<file path="config.mk">
export PLATFORM = sky130hd
export DESIGN_NAME = cmos_rtc_register_file_top
export DESIGN_NICKNAME = d
export VERILOG_FILES = /design/src/crf_pkg.sv /design/src/crf_ram.sv /design/src/cmos_rtc_register_file_top.sv
export SDC_FILE = /design/constraint.sdc
export NUM_CORES = 2
export LEC_CHECK = 0
export BUFFER_PORTS_ARGS = -buffer_cell sky130_fd_sc_hd__buf_2
export CAP_MARGIN = 20
export CORE_MARGIN = 3
export CORE_UTILIZATION = 30
export DETAILED_ROUTE_END_ITERATION = 10
export GPL_TIMING_DRIVEN = 0
export PLACE_DENSITY_LB_ADDON = 0.05
export SYNTH_ARGS = -nofsm -noshare
export SYNTH_HDL_FRONTEND = slang
export SYNTH_SLANG_ARGS = --single-unit
</file>
<file path="constraint.sdc">
create_clock -name clock -period 19.55 [get_ports clock]
set_clock_uncertainty 0.05 [all_clocks]
set_input_delay 4.8875 -clock clock [delete_from_list [all_inputs] [get_ports clock]]
set_output_delay 4.8875 -clock clock [all_outputs]
set_load 0.03 [all_outputs]
</file>
<file path="src/crf_pkg.sv">
// ----------------------------------------------------------------------------
// CMOS RTC register file package
// Types, register indexes, reset image and BCD helper.
// ----------------------------------------------------------------------------
package crf_pkg;

   localparam int unsigned RAM_DEPTH = 128;
   localparam int unsigned ADDR_W    = 7;

   typedef logic [ADDR_W-1:0] addr_type;
   typedef logic [7:0]        byte_type;

   // sequencer states
   typedef enum logic [2:0] {
      ST_IDLE,
      ST_EXEC,
      ST_SUM,
      ST_SUM_END,
      ST_WR_HI,
      ST_WR_LO
   } state_type;

   // RAM write request
   typedef struct packed {
      logic     en;
      addr_type addr;
      byte_type data;
   } wr_type;

   // register indexes
   localparam addr_type IDX_SECONDS = 7'h00;
   localparam addr_type IDX_MINUTES = 7'h02;
   localparam addr_type IDX_HOURS   = 7'h04;
   localparam addr_type IDX_WEEKDAY = 7'h06;
   localparam addr_type IDX_DAY     = 7'h07;
   localparam addr_type IDX_MONTH   = 7'h08;
   localparam addr_type IDX_YEAR    = 7'h09;
   localparam addr_type IDX_REG_A   = 7'h0A;
   localparam addr_type IDX_REG_B   = 7'h0B;
   localparam addr_type IDX_REG_C   = 7'h0C;
   localparam addr_type IDX_REG_D   = 7'h0D;
   localparam addr_type SUM_FIRST   = 7'h10;
   localparam addr_type SUM_LAST    = 7'h2D;
   localparam addr_type SUM_HI      = 7'h2E;
   localparam addr_type SUM_LO      = 7'h2F;

   // fixed read values
   localparam byte_type STAT_A      = 8'h26;
   localparam byte_type STAT_B      = 8'h02;
   localparam byte_type STAT_D      = 8'h80;
   localparam byte_type INDEX_READ  = 8'hFF;

   // power-on RAM image
   function automatic byte_type init_byte(input addr_type a);
      byte_type b;
      case (a)
         7'h0A:   b = 8'h26;
         7'h0B:   b = 8'h02;
         7'h0D:   b = 8'h80;
         7'h10:   b = 8'h40;
         7'h12:   b = 8'h12;
         7'h14:   b = 8'h25;
         7'h15:   b = 8'h80;
         7'h16:   b = 8'h02;
         7'h18:   b = 8'h3C;
         7'h19:   b = 8'h12;
         7'h1A:   b = 8'h12;
         7'h2E:   b = 8'h01;
         7'h2F:   b = 8'h59;
         7'h31:   b = 8'h3C;
         default: b = 8'h00;
      endcase
      return b;
   endfunction

   // BCD of a value below 100 (the tens nibble exceeds 9 above that); tens via multiply by 205 / 2048
   function automatic byte_type bcd_of(input logic [6:0] v);
      logic [14:0] prod;
      logic [3:0]  tens;
      logic [6:0]  ones;
      prod = 15'(v) * 15'd205;
      tens = prod[14:11];
      ones = v - 7'(tens) * 7'd10;
      return {tens, ones[3:0]};
   endfunction

endpackage

</file>
<file path="src/crf_ram.sv">
// ----------------------------------------------------------------------------
// CMOS RAM
// 128 x 8 single-port-write RAM with registered read; per-entry valid bits
// make unwritten entries read as the power-on image.
// ----------------------------------------------------------------------------
module crf_ram (
   input  logic              clock,
   input  logic              reset,
   input  crf_pkg::wr_type   wr,
   input  crf_pkg::addr_type rd_addr,
   output crf_pkg::byte_type rd_data
);

   crf_pkg::byte_type                   mem_ff [crf_pkg::RAM_DEPTH];
   logic [crf_pkg::RAM_DEPTH-1:0]       valid_ff;
   crf_pkg::byte_type                   rd_mem_ff;
   crf_pkg::byte_type                   rd_init_ff;
   logic                                rd_valid_ff;

   // storage and read port
   always_ff @(posedge clock) begin
      if (wr.en) begin
         mem_ff[wr.addr] <= wr.data;
      end
      rd_mem_ff  <= mem_ff[rd_addr];
      rd_init_ff <= crf_pkg::init_byte(rd_addr);
   end

   // written flags
   always_ff @(posedge clock) begin
      if (reset) begin
         valid_ff    <= '0;
         rd_valid_ff <= 1'b0;
      end else begin
         if (wr.en) begin
            valid_ff[wr.addr] <= 1'b1;
         end
         rd_valid_ff <= valid_ff[rd_addr];
      end
   end

   assign rd_data = rd_valid_ff ? rd_mem_ff : rd_init_ff;

endmodule

</file>
<file path="src/cmos_rtc_register_file_top.sv">
// ----------------------------------------------------------------------------
// CMOS RTC register file, top level
// Index/data port register file with battery RAM and config checksum.
//
//  channel  | handshake              | payload
//  ---------+------------------------+--------------------------------------
//  request  | start, busy            | req_is_write, req_port_select,
//           |                        | req_write_value, req_now_*
//  response | rsp_valid (one cycle)  | rsp_read_data
//
// Reads and plain writes pass through accept and execute. A data write into
// 0x10..0x2D adds a checksum walk through the single RAM read port:
// 30 reads, a drain step, then write-back of the high and low sum bytes.
// Synchronous reset returns the sequencer to idle, index 0 and the RAM to
// its power-on image at once. A response is shown for one cycle only and
// cannot be stalled.
// ----------------------------------------------------------------------------
module cmos_rtc_register_file_top (
   input  logic       clock,
   input  logic       reset,
   input  logic       start,
   output logic       busy,
   input  logic       req_is_write,
   input  logic       req_port_select,
   input  logic [7:0] req_write_value,
   input  logic [5:0] req_now_seconds,
   input  logic [5:0] req_now_minutes,
   input  logic [4:0] req_now_hours,
   input  logic [2:0] req_now_weekday,
   input  logic [4:0] req_now_day,
   input  logic [3:0] req_now_month,
   input  logic [6:0] req_now_year,
   output logic       rsp_valid,
   output logic [7:0] rsp_read_data
);

   crf_pkg::state_type state_ff, state_in;
   crf_pkg::addr_type  reg_index_ff, reg_index_in;
   crf_pkg::addr_type  sum_addr_ff, sum_addr_in;
   logic [15:0]        sum_ff, sum_in;
   logic               sum_pend_ff, sum_pend_in;

   // captured item
   logic       is_write_ff;
   logic       port_ff;
   logic [7:0] value_ff;
   logic [5:0] seconds_ff;
   logic [5:0] minutes_ff;
   logic [4:0] hours_ff;
   logic [2:0] weekday_ff;
   logic [4:0] day_ff;
   logic [3:0] month_ff;
   logic [6:0] year_ff;

   crf_pkg::wr_type    ram_wr;
   crf_pkg::addr_type  ram_rd_addr;
   crf_pkg::byte_type  ram_rd_data;
   logic               accept;
   logic               in_sum_range;

   assign accept       = start && !busy;
   assign busy         = (state_ff != crf_pkg::ST_IDLE);
   assign in_sum_range = reg_index_ff inside {[crf_pkg::SUM_FIRST:crf_pkg::SUM_LAST]};

   crf_ram u_ram (
      .clock   (clock),
      .reset   (reset),
      .wr      (ram_wr),
      .rd_addr (ram_rd_addr),
      .rd_data (ram_rd_data)
   );

   // next state
   always_comb begin
      state_in = state_ff;
      case (state_ff)
         crf_pkg::ST_IDLE: begin
            if (accept) state_in = crf_pkg::ST_EXEC;
         end
         crf_pkg::ST_EXEC: begin
            if (is_write_ff && port_ff && in_sum_range) state_in = crf_pkg::ST_SUM;
            else                                        state_in = crf_pkg::ST_IDLE;
         end
         crf_pkg::ST_SUM: begin
            if (sum_addr_ff == crf_pkg::SUM_LAST) state_in = crf_pkg::ST_SUM_END;
         end
         crf_pkg::ST_SUM_END: state_in = crf_pkg::ST_WR_HI;
         crf_pkg::ST_WR_HI:   state_in = crf_pkg::ST_WR_LO;
         crf_pkg::ST_WR_LO:   state_in = crf_pkg::ST_IDLE;
         default:             state_in = crf_pkg::ST_IDLE;
      endcase
   end

   // datapath and outputs
   always_comb begin
      reg_index_in  = reg_index_ff;
      sum_addr_in   = sum_addr_ff;
      sum_in        = sum_ff;
      sum_pend_in   = sum_pend_ff;
      ram_wr        = '0;
      ram_rd_addr   = reg_index_ff;
      rsp_valid     = 1'b0;
      rsp_read_data = crf_pkg::INDEX_READ;
      case (state_ff)
         crf_pkg::ST_IDLE: begin
            ram_rd_addr = reg_index_ff;
         end
         crf_pkg::ST_EXEC: begin
            sum_addr_in = crf_pkg::SUM_FIRST;
            sum_in      = '0;
            sum_pend_in = 1'b0;
            if (is_write_ff) begin
               // NMI mask bit has no visible effect and is not kept
               if (!port_ff) begin
                  reg_index_in = value_ff[6:0];
               end else begin
                  ram_wr.en   = 1'b1;
                  ram_wr.addr = reg_index_ff;
                  ram_wr.data = value_ff;
               end
            end else begin
               rsp_valid = 1'b1;
               if (port_ff) begin
                  case (reg_index_ff)
                     crf_pkg::IDX_SECONDS: rsp_read_data = crf_pkg::bcd_of(7'(seconds_ff));
                     crf_pkg::IDX_MINUTES: rsp_read_data = crf_pkg::bcd_of(7'(minutes_ff));
                     crf_pkg::IDX_HOURS:   rsp_read_data = crf_pkg::bcd_of(7'(hours_ff));
                     crf_pkg::IDX_WEEKDAY:
                        rsp_read_data = crf_pkg::bcd_of(7'(weekday_ff) + 7'd1);
                     crf_pkg::IDX_DAY:     rsp_read_data = crf_pkg::bcd_of(7'(day_ff));
                     crf_pkg::IDX_MONTH:
                        rsp_read_data = crf_pkg::bcd_of(7'(month_ff) + 7'd1);
                     crf_pkg::IDX_YEAR:    rsp_read_data = crf_pkg::bcd_of(year_ff);
                     crf_pkg::IDX_REG_A:   rsp_read_data = crf_pkg::STAT_A;
                     crf_pkg::IDX_REG_B:   rsp_read_data = crf_pkg::STAT_B;
                     crf_pkg::IDX_REG_D:   rsp_read_data = crf_pkg::STAT_D;
                     crf_pkg::IDX_REG_C: begin
                        // read clears register C
                        rsp_read_data = ram_rd_data;
                        ram_wr.en     = 1'b1;
                        ram_wr.addr   = crf_pkg::IDX_REG_C;
                        ram_wr.data   = '0;
                     end
                     default:              rsp_read_data = ram_rd_data;
                  endcase
               end
            end
         end
         crf_pkg::ST_SUM: begin
            // issue one read per cycle, add the previous cycle's byte
            ram_rd_addr = sum_addr_ff;
            sum_addr_in = sum_addr_ff + 7'd1;
            sum_pend_in = 1'b1;
            if (sum_pend_ff) sum_in = sum_ff + 16'(ram_rd_data);
         end
         crf_pkg::ST_SUM_END: begin
            sum_in = sum_ff + 16'(ram_rd_data);
         end
         crf_pkg::ST_WR_HI: begin
            ram_wr.en   = 1'b1;
            ram_wr.addr = crf_pkg::SUM_HI;
            ram_wr.data = sum_ff[15:8];
         end
         crf_pkg::ST_WR_LO: begin
            ram_wr.en   = 1'b1;
            ram_wr.addr = crf_pkg::SUM_LO;
            ram_wr.data = sum_ff[7:0];
         end
         default: begin
            ram_wr = '0;
         end
      endcase
   end

   // control registers
   always_ff @(posedge clock) begin
      if (reset) begin
         state_ff     <= crf_pkg::ST_IDLE;
         reg_index_ff <= '0;
      end else begin
         state_ff     <= state_in;
         reg_index_ff <= reg_index_in;
      end
   end

   // checksum walk registers
   always_ff @(posedge clock) begin
      sum_addr_ff <= sum_addr_in;
      sum_ff      <= sum_in;
      sum_pend_ff <= sum_pend_in;
   end

   // item capture
   always_ff @(posedge clock) begin
      if (accept) begin
         is_write_ff <= req_is_write;
         port_ff     <= req_port_select;
         value_ff    <= req_write_value;
         seconds_ff  <= req_now_seconds;
         minutes_ff  <= req_now_minutes;
         hours_ff    <= req_now_hours;
         weekday_ff  <= req_now_weekday;
         day_ff      <= req_now_day;
         month_ff    <= req_now_month;
         year_ff     <= req_now_year;
      end
   end

endmodule

</file>
Word level (Yosys, flattened, before mapping)
Memories as Yosys holds them, arrays and structs flattened. A register that Yosys moved wholly into a read port is not among the register bits. Cells that the tools add are included.

Eq/ne operators: 19. $add $sub $neg: 11. Bitwise logic cells: 2. Shifts and indexed selects: 0. Reduce and logical (&&, ||, !) cells: 14. Muxes and demuxes: 27. Div/mod/pow operators: 0. $mul: 14. $lt $le $gt $ge: 5.

Operators by type and width (count): $or A128 B128 Y128 (1); $pmux W16 S3 (2); $mux W16 (5); $pmux W8 S10 (1); $eq A7 B4 Y1 const B (6); $mul A5 B8 Y13 const B (3); $mux W8 (4); $mul A6 B8 Y14 const B (2); $sub A4 B4 Y4 (7); $eq A7 B3 Y1 const B (3); $add A16 B8 Y16 (1); $lt A7 B8 Y1 const B (2); $mul A7 B8 Y15 const B (1); $pmux W3 S5 (1); $pmux W7 S2 (1); $mul A4 B8 Y12 const B (1); $mul A2 B3 Y3 const B (3); $add A7 B1 Y7 const B (1); $bmux W1 S7 (1); $demux W1 S7 (1); $eq A7 B2 Y1 const B (1); $eq A7 B6 Y1 const B (1); $ge A7 B1 Y1 const B (1); $ge A7 B5 Y1 const B (1); 24 further kinds (41).

Logic and storage cells: 111. Bits in latches: 0. Register bits after elaboration: 209. Memories kept: 2. Bits of input ports: 49. Bits in writable memories: 1024. Bits in read-only memories: 512. Output and inout bits: 10.

Memories: u_ram.mem_ff (words 128, width 8, rd ports 1, clocked after memory_dff 1, write ports 1, line crf_ram.sv:14) `crf_pkg::byte_type mem_ff [crf_pkg::RAM_DEPTH];`; (name not given) (words 64, width 8, rd ports 1, clocked after memory_dff 1, write ports 0, line crf_pkg.sv:56) `case (a)`.

Depth between registers and ports, before layout
Word-level depth: 10. Mapped depth: 22. Depth with buffers taken out: 22.

Cells and area by module
A second synthesis with hierarchy kept.

Cells, all modules: 3286. Area, all modules: 53685.2 um^2.

By module, submodules not included: crf_ram (seq. area each 33632.3 um^2, area each 45359.8 um^2, cells an instance 2432, times used 1); cmos_rtc_register_file_top (seq. area each 2302.2 um^2, area each 8325.5 um^2, cells an instance 854, times used 1).

Least setup slack after synthesis
Ideal clock, no wire load.

Path type: reg2out. From: reg month_ff[0]. To: out rsp_read_data[3]. Buffers on the path: 0. Arrival: 4.656 ns. Stages on the path, launching flop included: 22. Setup slack: 9.956 ns. Required time: 14.613 ns. Path through: edfxtp_1 -> ha_1 -> xor2_1 -> nor2b_1 -> ha_1 -> inv_1 -> fa_1 -> inv_1 -> ha_1 -> and3_1 -> o2111ai_1 -> a21oi_1 -> a2111o_1 -> xnor2_1 -> ha_1 -> inv_1 -> fa_1 -> xor2_1 -> xnor3_1 -> nand2_1 -> o211a_1 -> o211ai_1.

Longest elaborated chain between the ends: 8.

RTL lines: start, declared (line cmos_rtc_register_file_top.sv:52) `logic [3:0] month_ff;`; start signal, assigned (line cmos_rtc_register_file_top.sv:204) `month_ff <= req_now_month;`; $add A4 B1 Y5 (*) (line cmos_rtc_register_file_top.sv:132) `rsp_read_data = crf_pkg::bcd_of(7'(month_ff) + 7'd1);`; $mul A5 B8 Y13 (line crf_pkg.sv:81) `prod = 15'(v) * 15'd205;`; $mul A2 B3 Y3 (line crf_pkg.sv:83) `ones = v - 7'(tens) * 7'd10;`; $sub A4 B4 Y4 (*) (line crf_pkg.sv:83); $pmux W8 S10 (*) (line cmos_rtc_register_file_top.sv:124) `case (reg_index_ff)`; $mux W8 (*) (line cmos_rtc_register_file_top.sv:123) `if (port_ff) begin`; $mux W8 (*) (line cmos_rtc_register_file_top.sv:112) `if (is_write_ff) begin`; $mux W8 (*) (line cmos_rtc_register_file_top.sv:104) `case (state_ff)`; end, declared (line cmos_rtc_register_file_top.sv:34) `output logic [7:0] rsp_read_data`.

Every way passes the cells marked *; elsewhere a longest branch is shown, timed or not.

Worst setup path after layout
From: reg month_ff[0]. To: out rsp_read_data[2].

Same word-level chain as after synthesis.

==> impl_metrics.toml <==
[run_status]
status = "completed"

[critical_path]
crit_top_cell = "ha_1"
crit_chain = "ha_1, xor2_1, nor2b_1, ha_1, inv_1, fa_1, inv_1, ha_1, and3_1, o2111ai_1, a21oi_1, a2111o_1, xnor2_1, ha_1, inv_1, fa_1, a2111oi_0, o2111ai_1, buf_2"
cp-start-kind = "register"
endpoint_kind = "output pin"
cp_top_family = "adder cells"
reg2reg_to = "u_ram.rd_mem_ff[5]$_DFF_P_"
path_buf_inv = 4
worstSetupPathType = "register to output pin"
timing.rr.start = "state_ff[0]$_SDFFE_PP0P_"
worst_path_largest_cell_delay_ps = 610
cp.required_ps = 14610
cp_slowest_cell = "edfxtp_1"
worst-r2r-cell-count = 14
crit_fanout = 8
worstSetupStartpoint = "month_ff[0]$_DFFE_PP_"
arrival_ps = 6340
r2r_slack_ps = 13800

[clock_network]
clk_latency_ps = 800
cts.path.max_buffers = 3
cts_setup_buffers = 0
cts_root_buf = "clkbuf_16"
clkTransAtPathRegs_ps = 60
htreeDepth = 4
numCtsBuffers = 151
cts_tree = "done"
clkSinkCount = 1248
cts_resized = 0
cts_hold_buf = 0

[route]
drt_iter0_markers = 4616
postRouteAntennaNets = 0
via_count = 39197
met3_length_um = 18630
drc = 0
m1WireLength_um = 108600
drt_first_pass_iters = 6
wl_per_cell_um = 34.57
routed.top_layer = "met5"
vias_per_cell = 5.382
dr_wl_met2_um = 115200
drt-total-wl_um = 251800

[placement]
place_ws_ps = 9062
portBuffers = 58
dpl.hpwl_um = 179500
placed_cells = 6988
gp_congestion = 0.9321

[logic_synthesis]
synth_top_family_by_area = "simple AND/OR/NAND/NOR gates"
synth-simple-area-share_pct = 14.35
postSynth.asyncResetShare_pct = 0
synthAdderAreaFrac_pct = 5.413
synth-xor-area-share_pct = 0.9877
synth_mux_area_share_pct = 4.627
synthFlopType = "edfxtp_1"
synthTopCellsByArea = "edfxtp_1, nand2_1, dfxtp_1, ha_1, nand3_1"
synth-seq-cells = 1248
syn-num-nets = 4695
synth_top_area_share_pct = 60.17
ys_seq_area_share_pct = 65.82
syn_inst = 4429
synth_edf_count = 1094
ys_warn_count = 0
synth-compound-area-share_pct = 5.569
syn_area_um2 = 54600
synth_cell_types = 80
synth_area_leader_cell = "edfxtp_1"
synthTopCellsByCount = "edfxtp_1, nand2_1, nand3_1"
avgSynthCellArea_um2 = 12.33
synth_most_common_cell = "edfxtp_1"

[sta]
finalSetupViolations = 0
max_freq_mhz = 88.66
grt_setup_unrepaired = "false"
finalHoldViolations = 0
min_period_ps = 11280
setup_ws_ps = 8270
period_share_pct = 57.70
relSlewSlack_pct = 5.283
maxSlewViolCount = 0
tightestPinTransition_ps = 1421
setup_tns_ps = 0

[pwr]
peakVddDrop_v = 0.00008707
power_uw = 6243
seqPwrFrac_pct = 46.4
swShare_pct = 23.96
power_density_nw_per_um2 = 95.54
p_comb_share_pct = 7.1
p_switching_uw = 1496
clkPwrFrac_pct = 46.6
p_int_uw = 4747
power_leakage_uw = 0.02341

[global_routing]
grt_antenna_before_repair = 22
grt_max_degree = 37
grtUsageTotal_pct = 26.54
grt_overflow = 0
first_global_vias = 37197
grt_pass1_wl_um = 335400

[floorplanning]
dieWidth_um = 432.6
start_util_pct = 30.40
fp.dieH_um = 432.6
core_um2 = 179600
rows = 155
boundaryPins = 59
dieArea_um2 = 187200

[worst_hold_path]
min_from = "u_ram.valid_ff[74]$_SDFFE_PP0P_"
hp-class = "register to register"
min_to = "u_ram.valid_ff[74]$_SDFFE_PP0P_"
hold_depth = 2

[cells_and_area]
fillers = 17558
fin_nets = 5062
drive_gt1_share_pct = 13.24
final_cells = 7283
area_growth_syn_to_layout_pct = 19.67

[job]
cap_violations = 0
[logic make-up after synthesis]
| logic type | Yosys count |
|---|---|
| other | 1 |
| AO/OA/AOI/OAI | 478 |
| multiplexers | 228 |
| adder cells (fa/ha/maj) | 217 |
| flip-flops | 1248 |
| AND/OR/NAND/NOR | 1817 |
| XOR/XNOR | 60 |
| buffers and inverters | 380 |
[metrics by stage]
step / util (%) / cell area [um2] / hold WS, ps
floorplan: - / 54600 / 379.0
global placement: 32.21 / 57840 / 394.2
detailed placement: 33.50 / 60160 / 403.8
CTS: 36.33 / 65240 / 418.6
global route: 36.38 / 65330 / 437.9
finish: 36.38 / 65340 / 417.3
[tightest hold or removal path: stages, from the launching register on]
cell	delay, ps
dfxtp_1	320
a21oi_1	40
nor2_1	70
[final cells by class]
| type | count | area [um2] | area share, % |
|---|---|---|---|
| Inverter | 138 | 530.5 | 0.8119 |
| Timing Repair Buffer | 214 | 2492 | 3.815 |
| Sequential cell | 1248 | 35930 | 55.00 |
| Clock inverter | 76 | 882.1 | 1.350 |
| Buffer | 242 | 1252 | 1.917 |
| Tap cell | 2355 | 2947 | 4.510 |
| Antenna cell | 5 | 12.51 | 0.01915 |
| Multi-Input combinational cell | 2801 | 17090 | 26.16 |
| Clock buffer | 204 | 4195 | 6.421 |
[worst max path at each step]
stage	slack (ps)	cells after the start	end
after CTS	8140	19	rsp_read_data[2]
after global placement	2090	5	u_ram.mem_ff[93][5]$_DFFE_PP_
after floorplan	9960	21	rsp_read_data[3]
after detailed placement	9060	19	rsp_read_data[2]
final	8270	19	rsp_read_data[2]
after global routing	8000	19	rsp_read_data[2]
[state kept, by name, summed over array words and instances (netlist names)]
name               count
u_ram.mem_ff        1024
u_ram.valid_ff       128
sum_ff                16
u_ram.rd_mem_ff        8
value_ff               8
reg_index_ff           7
sum_addr_ff            7
u_ram.rd_init_ff       7
year_ff                7
minutes_ff             6
seconds_ff             6
day_ff                 5
hours_ff               5
month_ff               4
state_ff               3
weekday_ff             3
is_write_ff            1
port_ff                1
sum_pend_ff            1
u_ram.rd_valid_ff      1
[routing by layer]
layer  up-vias  track usage [%]
met5         -                0
met4         4            8.958
met3       318            4.802
met2      1757            42.34
met1     20266            36.35
li1      16852                -
[placed cells by master, fill, tap and decap left out, types with 11 or more instances in the layout]
cell type,netlist,final
clkbuf_2,3,14
or4_1,12,12
bufinv_16,0,15
dfxtp_1,154,154
edfxtp_1,1094,1094
clkinv_2,0,24
nand2b_1,15,15
nand4_1,21,21
buf_12,1,28
buf_2,69,129
nor2b_1,16,16
nor2_1,387,360
fa_1,32,32
clkbuf_1,117,144
nand2_1,824,824
buf_16,0,12
o221ai_1,34,34
nor2_2,1,27
buf_8,0,47
o211ai_1,14,14
nor4_1,27,25
a32o_1,11,11
xor2_1,22,22
buf_6,16,41
mux4_2,16,16
o22ai_1,55,55
and3_1,21,21
clkbuf_16,0,157
nor3_1,18,18
clkinv_1,0,23
buf_4,27,70
inv_1,135,135
o21ai_0,48,40
a21oi_1,179,179
nand3_1,434,434
a31oi_1,54,54
mux2i_1,204,203
xnor2_1,37,37
ha_1,185,185
[power groups by stage]
| stage | combinational [uW] | sequential, uW | clock (uW) |
|---|---|---|---|
| after floorplan | 255 | 2950 | 0 |
| after global placement | 433 | 2960 | 0 |
| after detailed placement | 447 | 2950 | 0 |
| after CTS | 449 | 2890 | 2960 |
| after global routing | 484 | 2890 | 3060 |
| final | 441 | 2890 | 2910 |
Power figures use the tool's default switching activity.
